**src/rtl/core/filled_disk_pixel_scan_defines.svh**
```systemverilog
// Assertion helpers shared by the block's modules.
`ifndef FILLED_DISK_PIXEL_SCAN_DEFINES_SVH
`define FILLED_DISK_PIXEL_SCAN_DEFINES_SVH

// Same-cycle implication, checked at every rising edge outside reset.
`define FDPS_ASSERT_IMP(lbl, clk, rst_n, ante, cons, msg) \
    lbl: assert property (@(posedge clk) disable iff (!rst_n) (ante) |-> (cons)) \
        else $error(msg);

// Next-cycle implication, checked at every rising edge outside reset.
`define FDPS_ASSERT_NXT(lbl, clk, rst_n, ante, cons, msg) \
    lbl: assert property (@(posedge clk) disable iff (!rst_n) (ante) |=> (cons)) \
        else $error(msg);

`endif

```
**src/rtl/core/fdps_pkg.sv**
```systemverilog
`default_nettype none

package fdps_pkg;

    // Largest radius the scan handles; larger requests saturate to it.
    localparam logic [1:0] MAX_RADIUS = 2'd3;
    // Largest surface dimension; larger register values saturate to it.
    localparam logic [12:0] MAX_DIM = 13'd4096;

    // Configuration register indexes.
    localparam logic CFG_SURFACE_WIDTH  = 1'b0;
    localparam logic CFG_SURFACE_HEIGHT = 1'b1;

    // Input item: disk center and radius.
    typedef struct packed {
        logic signed [15:0] disk_x;
        logic signed [15:0] disk_y;
        logic [1:0]         disk_radius;
    } t_in_item;

    // Result item: one covered pixel.
    typedef struct packed {
        logic [11:0] pixel_x;
        logic [11:0] pixel_y;
        logic        last_pixel;
    } t_out_item;

    // Load request from the sequencer to the output slot.
    typedef struct packed {
        logic      load;
        t_out_item item;
    } t_out_load;

    // Sequencer states.
    typedef enum logic [1:0] {
        S_IDLE,
        S_SETUP,
        S_SCAN,
        S_FLUSH
    } t_state;

    // Square of a small signed offset in the range -3..3; -4 gives zero.
    function automatic logic [3:0] sq3(input logic signed [2:0] d);
        logic [3:0] res;
        begin
            unique case (d)
                3'sd0:  res = 4'd0;
                3'sd1:  res = 4'd1;
                -3'sd1: res = 4'd1;
                3'sd2:  res = 4'd4;
                -3'sd2: res = 4'd4;
                3'sd3:  res = 4'd9;
                -3'sd3: res = 4'd9;
                default: res = 4'd0;
            endcase
            return res;
        end
    endfunction

endpackage

`default_nettype wire

```
**src/rtl/core/fdps_cover.sv**
```systemverilog
`default_nettype none

// Shared distance unit: tests one scan position against the disk.
module fdps_cover (
    input  wire logic [11:0]        i_x,
    input  wire logic [11:0]        i_y,
    input  wire logic signed [15:0] i_cx,
    input  wire logic signed [15:0] i_cy,
    input  wire logic [3:0]         i_r2,
    output logic                    o_covered
);
    import fdps_pkg::*;

    logic signed [17:0] dx_full;
    logic signed [17:0] dy_full;
    logic [4:0]         dist2;

    // Offsets stay within the radius inside the bounding box, so three bits hold them.
    always_comb begin
        dx_full = $signed({6'b0, i_x}) - 18'(i_cx);
        dy_full = $signed({6'b0, i_y}) - 18'(i_cy);
        dist2 = {1'b0, sq3(dx_full[2:0])} + {1'b0, sq3(dy_full[2:0])};
        o_covered = (dist2 <= {1'b0, i_r2});
    end

endmodule

`default_nettype wire

```
**src/rtl/core/fdps_out_slot.sv**
```systemverilog
`default_nettype none

// Output register: holds one result item until the receiver takes it.
module fdps_out_slot (
    input  wire logic                i_clk,
    input  wire logic                i_rst_n,
    input  wire fdps_pkg::t_out_load i_load,
    input  wire logic                i_ready,
    output logic                     o_valid,
    output fdps_pkg::t_out_item      o_item,
    output logic                     o_free
);
    import fdps_pkg::*;

    logic      r_valid;
    t_out_item r_item;

    // The slot can take a new item when empty or when its item leaves now.
    assign o_free = !r_valid || i_ready;

    always_ff @(posedge i_clk) begin
        if (!i_rst_n) begin
            r_valid <= 1'b0;
        end else if (i_load.load) begin
            r_valid <= 1'b1;
        end else if (i_ready) begin
            r_valid <= 1'b0;
        end
    end

    // Payload needs no reset.
    always_ff @(posedge i_clk) begin
        if (i_load.load) begin
            r_item <= i_load.item;
        end
    end

    assign o_valid = r_valid;
    assign o_item  = r_item;

endmodule

`default_nettype wire

```
**src/rtl/core/filled_disk_pixel_scan.sv**
```systemverilog
// Filled disk pixel scan.
// An input item (disk_x, disk_y, disk_radius) arrives on the in channel;
// the block lists every surface pixel within radius of the center on the out
// channel, row by row from the top and left to right, with last_pixel set on
// the final one. A disk lying wholly off the surface gives no items.
// Surface width and height are written on the cfg channel (index 0 and 1);
// the user must write them only while the block is idle, which the block
// itself does not enforce; values above 4096 act as 4096.
// Steps: accept the item, set up the clipped bounding box, scan every
// bounding-box pixel through the shared distance unit, and release the
// held-back final pixel.
// The final covered pixel is held one position back so it can be flagged.
// When the receiver stalls, the scan waits whenever a covered pixel would
// overwrite a result not yet taken; no item is lost.
// in_ready is high only when the scan is idle; a finished result may still
// wait in the output register meanwhile. Reset empties the block and sets the
// surface to 4096 by 4096.
`default_nettype none

`include "filled_disk_pixel_scan_defines.svh"

module filled_disk_pixel_scan (
    input  wire logic                i_clk,
    input  wire logic                i_rst_n,
    input  wire logic                i_in_valid,
    output logic                     o_in_ready,
    input  wire fdps_pkg::t_in_item  i_in_item,
    output logic                     o_out_valid,
    input  wire logic                i_out_ready,
    output fdps_pkg::t_out_item      o_out_item,
    input  wire logic                i_cfg_valid,
    output logic                     o_cfg_ready,
    input  wire logic                i_cfg_index,
    input  wire logic [12:0]         i_cfg_data
);
    import fdps_pkg::*;

    // Control state.
    t_state r_state, n_state;
    logic   r_pend_valid, n_pend_valid;
    logic [12:0] r_surf_w, r_surf_h;

    // Item and scan registers.
    logic signed [15:0] r_cx, r_cy;
    logic [1:0]  r_rad;
    logic [3:0]  r_r2, n_r2;
    logic [11:0] r_x, n_x, r_y, n_y;
    logic [11:0] r_x0, n_x0, r_x1, n_x1, r_y1, n_y1;
    logic [11:0] r_pend_x, n_pend_x, r_pend_y, n_pend_y;

    // Setup arithmetic.
    logic [12:0] w_clip, h_clip;
    logic signed [17:0] s_x0, s_x1, s_y0, s_y1, s_wm1, s_hm1;
    logic signed [17:0] c_x0, c_x1, c_y0, c_y1;
    logic [1:0]  rad_sat;

    logic      covered;
    logic      slot_free;
    logic      in_acc;
    t_out_load out_load;

    assign in_acc      = i_in_valid && o_in_ready;
    assign o_in_ready  = (r_state == S_IDLE);
    assign o_cfg_ready = 1'b1;

    // Configuration registers.
    always_ff @(posedge i_clk) begin
        if (!i_rst_n) begin
            r_surf_w <= MAX_DIM;
            r_surf_h <= MAX_DIM;
        end else if (i_cfg_valid) begin
            unique case (i_cfg_index)
                CFG_SURFACE_WIDTH:  r_surf_w <= i_cfg_data;
                CFG_SURFACE_HEIGHT: r_surf_h <= i_cfg_data;
                default: ;
            endcase
        end
    end

    // Clipped bounding box of the latched disk.
    always_comb begin
        rad_sat = (r_rad > MAX_RADIUS) ? MAX_RADIUS : r_rad;
        w_clip  = (r_surf_w > MAX_DIM) ? MAX_DIM : r_surf_w;
        h_clip  = (r_surf_h > MAX_DIM) ? MAX_DIM : r_surf_h;
        s_wm1   = $signed({5'b0, w_clip}) - 18'sd1;
        s_hm1   = $signed({5'b0, h_clip}) - 18'sd1;
        s_x0    = 18'(r_cx) - $signed({16'b0, rad_sat});
        s_x1    = 18'(r_cx) + $signed({16'b0, rad_sat});
        s_y0    = 18'(r_cy) - $signed({16'b0, rad_sat});
        s_y1    = 18'(r_cy) + $signed({16'b0, rad_sat});
        c_x0    = (s_x0 < 18'sd0) ? 18'sd0 : s_x0;
        c_y0    = (s_y0 < 18'sd0) ? 18'sd0 : s_y0;
        c_x1    = (s_x1 > s_wm1) ? s_wm1 : s_x1;
        c_y1    = (s_y1 > s_hm1) ? s_hm1 : s_y1;
    end

    // Shared distance unit tests the current scan position.
    fdps_cover u_cover (
        .i_x       (r_x),
        .i_y       (r_y),
        .i_cx      (r_cx),
        .i_cy      (r_cy),
        .i_r2      (r_r2),
        .o_covered (covered)
    );

    fdps_out_slot u_out (
        .i_clk   (i_clk),
        .i_rst_n (i_rst_n),
        .i_load  (out_load),
        .i_ready (i_out_ready),
        .o_valid (o_out_valid),
        .o_item  (o_out_item),
        .o_free  (slot_free)
    );

    // Sequencer: next state, scan counters and output loads.
    always_comb begin
        n_state      = r_state;
        n_pend_valid = r_pend_valid;
        n_pend_x     = r_pend_x;
        n_pend_y     = r_pend_y;
        n_r2         = r_r2;
        n_x          = r_x;
        n_y          = r_y;
        n_x0         = r_x0;
        n_x1         = r_x1;
        n_y1         = r_y1;
        out_load     = '0;
        out_load.item.pixel_x    = r_pend_x;
        out_load.item.pixel_y    = r_pend_y;
        out_load.item.last_pixel = 1'b0;
        unique case (r_state)
            S_IDLE: begin
                if (in_acc) begin
                    n_state = S_SETUP;
                end
            end
            S_SETUP: begin
                n_r2         = sq3($signed({1'b0, rad_sat}));
                n_pend_valid = 1'b0;
                n_x0         = c_x0[11:0];
                n_x1         = c_x1[11:0];
                n_y1         = c_y1[11:0];
                n_x          = c_x0[11:0];
                n_y          = c_y0[11:0];
                if (c_x1 < c_x0 || c_y1 < c_y0) begin
                    n_state = S_IDLE;
                end else begin
                    n_state = S_SCAN;
                end
            end
            S_SCAN: begin
                // Stall when a covered pixel must push the held pixel out
                // and the output register is still occupied.
                if (!(covered && r_pend_valid && !slot_free)) begin
                    if (covered) begin
                        out_load.load = r_pend_valid;
                        n_pend_valid  = 1'b1;
                        n_pend_x      = r_x;
                        n_pend_y      = r_y;
                    end
                    if (r_x == r_x1) begin
                        n_x = r_x0;
                        if (r_y == r_y1) begin
                            n_state = S_FLUSH;
                        end else begin
                            n_y = r_y + 12'd1;
                        end
                    end else begin
                        n_x = r_x + 12'd1;
                    end
                end
            end
            S_FLUSH: begin
                // Release the held pixel as the final one of the disk.
                if (!r_pend_valid) begin
                    n_state = S_IDLE;
                end else if (slot_free) begin
                    out_load.load            = 1'b1;
                    out_load.item.last_pixel = 1'b1;
                    n_pend_valid             = 1'b0;
                    n_state                  = S_IDLE;
                end
            end
            default: n_state = S_IDLE;
        endcase
    end

    // Control registers.
    always_ff @(posedge i_clk) begin
        if (!i_rst_n) begin
            r_state      <= S_IDLE;
            r_pend_valid <= 1'b0;
        end else begin
            r_state      <= n_state;
            r_pend_valid <= n_pend_valid;
        end
    end

    // Item and scan registers need no reset.
    always_ff @(posedge i_clk) begin
        if (in_acc) begin
            r_cx  <= i_in_item.disk_x;
            r_cy  <= i_in_item.disk_y;
            r_rad <= i_in_item.disk_radius;
        end
        r_r2     <= n_r2;
        r_x      <= n_x;
        r_y      <= n_y;
        r_x0     <= n_x0;
        r_x1     <= n_x1;
        r_y1     <= n_y1;
        r_pend_x <= n_pend_x;
        r_pend_y <= n_pend_y;
    end

    // The scan position stays inside the clipped box.
    `FDPS_ASSERT_IMP(a_scan_in_box, i_clk, i_rst_n, r_state == S_SCAN, r_x >= r_x0 && r_x <= r_x1 && r_y <= r_y1, "scan position outside the bounding box")
    // Only the flush step marks a result as the last one.
    `FDPS_ASSERT_IMP(a_last_from_flush, i_clk, i_rst_n, out_load.load && out_load.item.last_pixel, r_state == S_FLUSH, "last pixel emitted outside flush")
    // No pixel is held back while the block is idle.
    `FDPS_ASSERT_IMP(a_idle_no_pend, i_clk, i_rst_n, r_state == S_IDLE, !r_pend_valid, "held pixel left over in idle")
    // A load never overwrites a result that is still waiting.
    `FDPS_ASSERT_IMP(a_no_overwrite, i_clk, i_rst_n, out_load.load, slot_free, "output register overwritten")
    // An accepted item always goes through setup next.
    `FDPS_ASSERT_NXT(a_accept_setup, i_clk, i_rst_n, in_acc, r_state == S_SETUP, "accepted item skipped setup")

endmodule

`default_nettype wire
```
**config.mk**
```make
export PLATFORM = sky130hd
export DESIGN_NAME = filled_disk_pixel_scan
export DESIGN_NICKNAME = d
export VERILOG_FILES = /design/src/rtl/core/fdps_pkg.sv /design/src/rtl/core/fdps_cover.sv /design/src/rtl/core/fdps_out_slot.sv /design/src/rtl/core/filled_disk_pixel_scan.sv
export VERILOG_INCLUDE_DIRS = /design/src /design/src/rtl/core
export SDC_FILE = /design/constraint.sdc
export NUM_CORES = 1
export LEC_CHECK = 0
export ABC_AREA = 1
export ABC_CLOCK_PERIOD_IN_PS = 8200
export BUFFER_PORTS_ARGS = -buffer_cell sky130_fd_sc_hd__clkbuf_2
export CORE_ASPECT_RATIO = 2
export CORE_MARGIN = 2
export CORE_UTILIZATION = 40
export DETAILED_ROUTE_END_ITERATION = 12
export SETUP_SLACK_MARGIN = 0.15
export SYNTH_ARGS = -nofsm -noshare
export SYNTH_HDL_FRONTEND = slang
export SYNTH_HIERARCHICAL = 1
export SYNTH_SLANG_ARGS = --single-unit
```
**constraint.sdc**
```tcl
create_clock -name i_clk -period 8.2 [get_ports i_clk]
set_input_delay 0.41 -clock i_clk [delete_from_list [all_inputs] [get_ports i_clk]]
set_output_delay 0.41 -clock i_clk [all_outputs]
set_load 0.02 [all_outputs]
```
==> run_results.csv <==
group,metric,value,unit
status,outcome,"completed",
critical_path,startpoint,"r_rad[1]",
placement,dpl.hpwl,19200,um
placement,routabilityCongestion,0.865,
power_and_ir_drop,power.density,255,nW/um^2
floorplanning,io_pins,81,
critical_path,required,8540,ps
routing,wire_per_inst,13.9,um
finish,fin_cells,1723,
sta,hold_viol,0,
logic_synthesis,yosys.area.top_type,"edfxtp_1",
logic_synthesis,yosys_register_bits,176,
clock_tree,holdBufCountCts,0,
critical_path,start_kind,"flip-flop",
clock_tree,clock_latency,460,ps
logic_synthesis,syn-num-nets,1423,
floorplanning,die-area,29100,um^2
clock_tree,post_cts_buffers,0,
routing,drc,0,
clock_tree,clkSinkCount,176,
logic_synthesis,synthTopCellsByArea,"edfxtp_1 40%, ha_1 9.3%, nand2_1 7.9%, inv_1 6.3%, dfxtp_1 5.4%",
clock_tree,clockBufferDepth,2,
sta,whs,124,ps
placement,placed_cells,1691,
finish,layout.nets,1500,
power_and_ir_drop,ir_drop,0.000187,V
routing,drt_wl_total,23900,um
grt,grt_pass1_vias,8558,
sta,relSlewSlack,0.115,
placement,dpl_worst_slack,2140,ps
logic_synthesis,seq_area_frac_synth,0.451,
critical_path,worstPathMaxFanout,24,
sta,min_period,6040,ps
clock_tree,cts.clk_slew.worst_paths,80,ps
sta,timing.final.crit_share,0.737,
grt,grt-ovfl-total,0,
sta,worst_pin_slew,1330,ps
hold_path,holdCritStartpoint,"i_in_item[31]",
clock_tree,root_buffer,"clkbuf_16",
logic_synthesis,synth_cell_types,52,
placement,place_area,11800,um^2
critical_path,endpoint_kind,"flip-flop",
grt,grt_pass1_wl,40600,um
grt,antenna_found_initial,0,
floorplanning,start_util,0.405,
floorplanning,dieWidth,122,um
clock_tree,cts_buffers,17,
floorplanning,coreArea,27300,um^2
finish,final_util,0.457,
critical_path,path_class,"reg -> reg",
finish,drive_gt1_frac,0.112,
routing,drtAntennaViolNets,0,
placement,port_buffers,79,
critical_path,worstReg2RegStart,"r_rad[1]",
sta,fin_ws,2160,ps
logic_synthesis,synth_area,11100,um^2
clock_tree,cts_resized,0,
logic_synthesis,ys_warn_count,6,
clock_tree,cts_max_level,4,
grt,grt_start_max_net_pins,48,
finish,final_area,12500,um^2
sta,setup_viol,0,
routing,via_per_inst,4.94,
logic_synthesis,yosys_most_used_dff,"edfxtp_1",
logic_synthesis,synth_top_area_share,0.397,
run,cap_violations,0,
finish,diodes,0,
critical_path,worstPathArrival,6390,ps
routing,dr.pass1.iters,5,
floorplanning,rows,86,
logic_synthesis,syn_area_per_cell,8.63,um^2
finish,areaGrowthSynthToFinish,12.9,%
sta,finalSetupTns,0,ps
sta,fin_skew,7.40,ps
clock_tree,cts_tree,"done",
routing,drtIter0Drc,489,
sta,rsz0062_at_grt,"no",
routing,vias,8510,
sta,drv_slew,0,
logic_synthesis,synth-async-reset-ratio,0,
critical_path,cpMaxStageDelayCell,"edfxtp_1",
critical_path,cpMostUsedCell,"nand3_1",
floorplanning,fp.dieH,239,um
power_and_ir_drop,p_leak,5.50,nW
sta,max_freq,166,MHz
logic_synthesis,synthCells,1281,
power_and_ir_drop,power,3.18,mW
logic_synthesis,synth_edf_count,146,
grt,grt_usage,0.177,
hold_path,hold_path_class,"in -> reg",
critical_path,slowest_delay,500,ps
cells in the mapped netlist, drive strengths merged (6+ instances only):
cell type,count
clkbuf,21
inv,190
xor2,59
o21ai,101
a21oi,47
nor3,30
nand4,24
fa,7
edfxtp,146
buf,6
nand3b,6
xnor2,19
nand2,245
ha,82
nor2,149
dfxtp,30
nand3,62
nor4,12
o211ai,12
cell type report:
class                   instances  area (um^2)
flip-flops and latches        176         4980
multi-input cells             887         5260
well taps                     352          440
clock inverters                15          216
clock buffers                  17          425
repair buffers                 85          440
inverters                     191          717
fillers                      2725        14800
path summary, 6_finish.rpt:
path | endpoint | slack [ps] | cells past startpoint
worst max-delay path | flip-flop | 2160 | 32
worst min-delay path | r_cx[13] | 120 | 1
worst min register to register | u_out/o_item[8] | 420 | 0
worst max register to register | flip-flop | 2160 | 32
routing by layer:
metal  vias to the layer above  track usage  wire length, um
li1                       4425            -                -
met1                      3874        0.213            10500
met2                       177        0.310            12000
met3                        34       0.0258              735
met4                         0       0.0766              566
met5                         -            0                0
critical path: cells and delay by family, from the launching register on:
kind                     cells  cell delay (ps)
XOR/XNOR                     2              320
AND/OR/NAND/NOR             19             2680
adder cells (fa/ha/maj)      3              870
flip-flops                   1              500
buffers and inverters        3              640
AO/OA/AOI/OAI                5              910
state kept, by name, indices dropped and copies added (netlist names), named ones only:
register       flops
u_out/o_valid      1
r_x0              12
r_x1              12
r_cy              16
r_r2               3
r_surf_h          13
r_x               12
r_y1              12
u_out/o_item      25
r_state            1
r_rad              2
r_pend_y          12
r_pend_x          12
r_pend_valid       1
r_surf_w          13
r_y               12
r_cx              16
where the power goes:
group          switching, mW  total, mW  internal, mW
Combinational          0.658       1.03         0.375
Clock                  0.383      0.878         0.495
Sequential             0.114       1.27          1.15
cell usage in the layout (no fill, tap or decap), types with 3 or more instances in the layout:
cell	count
a211oi_1	3
a21oi_1	44
a21oi_2	3
a31oi_1	3
buf_4	6
bufinv_16	3
clkbuf_16	17
clkbuf_2	79
dfxtp_1	30
edfxtp_1	146
fa_1	7
ha_1	82
inv_1	187
inv_2	3
inv_6	4
inv_8	3
nand2_1	233
nand2_2	11
nand3_1	60
nand3b_1	6
nand4_1	24
nor2_1	141
nor2_2	5
nor3_1	26
nor3_2	3
nor4_1	12
o211ai_1	12
o21a_1	3
o21ai_0	99
o22ai_1	3
o31ai_1	3
xnor2_1	19
xor2_1	59
cells by family after synthesis:
family,after synthesis,share of synthesized area
DFF,176,0.451
buffers and inverters,218,0.0757
xor gates and xnor gates,78,0.0618
other,2,0.000679
adders and majority gates,89,0.105
AOI/OAI and AO/OA,185,0.0934
and+or+nand+nor,533,0.212
No activity file was read; power rests on OpenSTA's default activity.
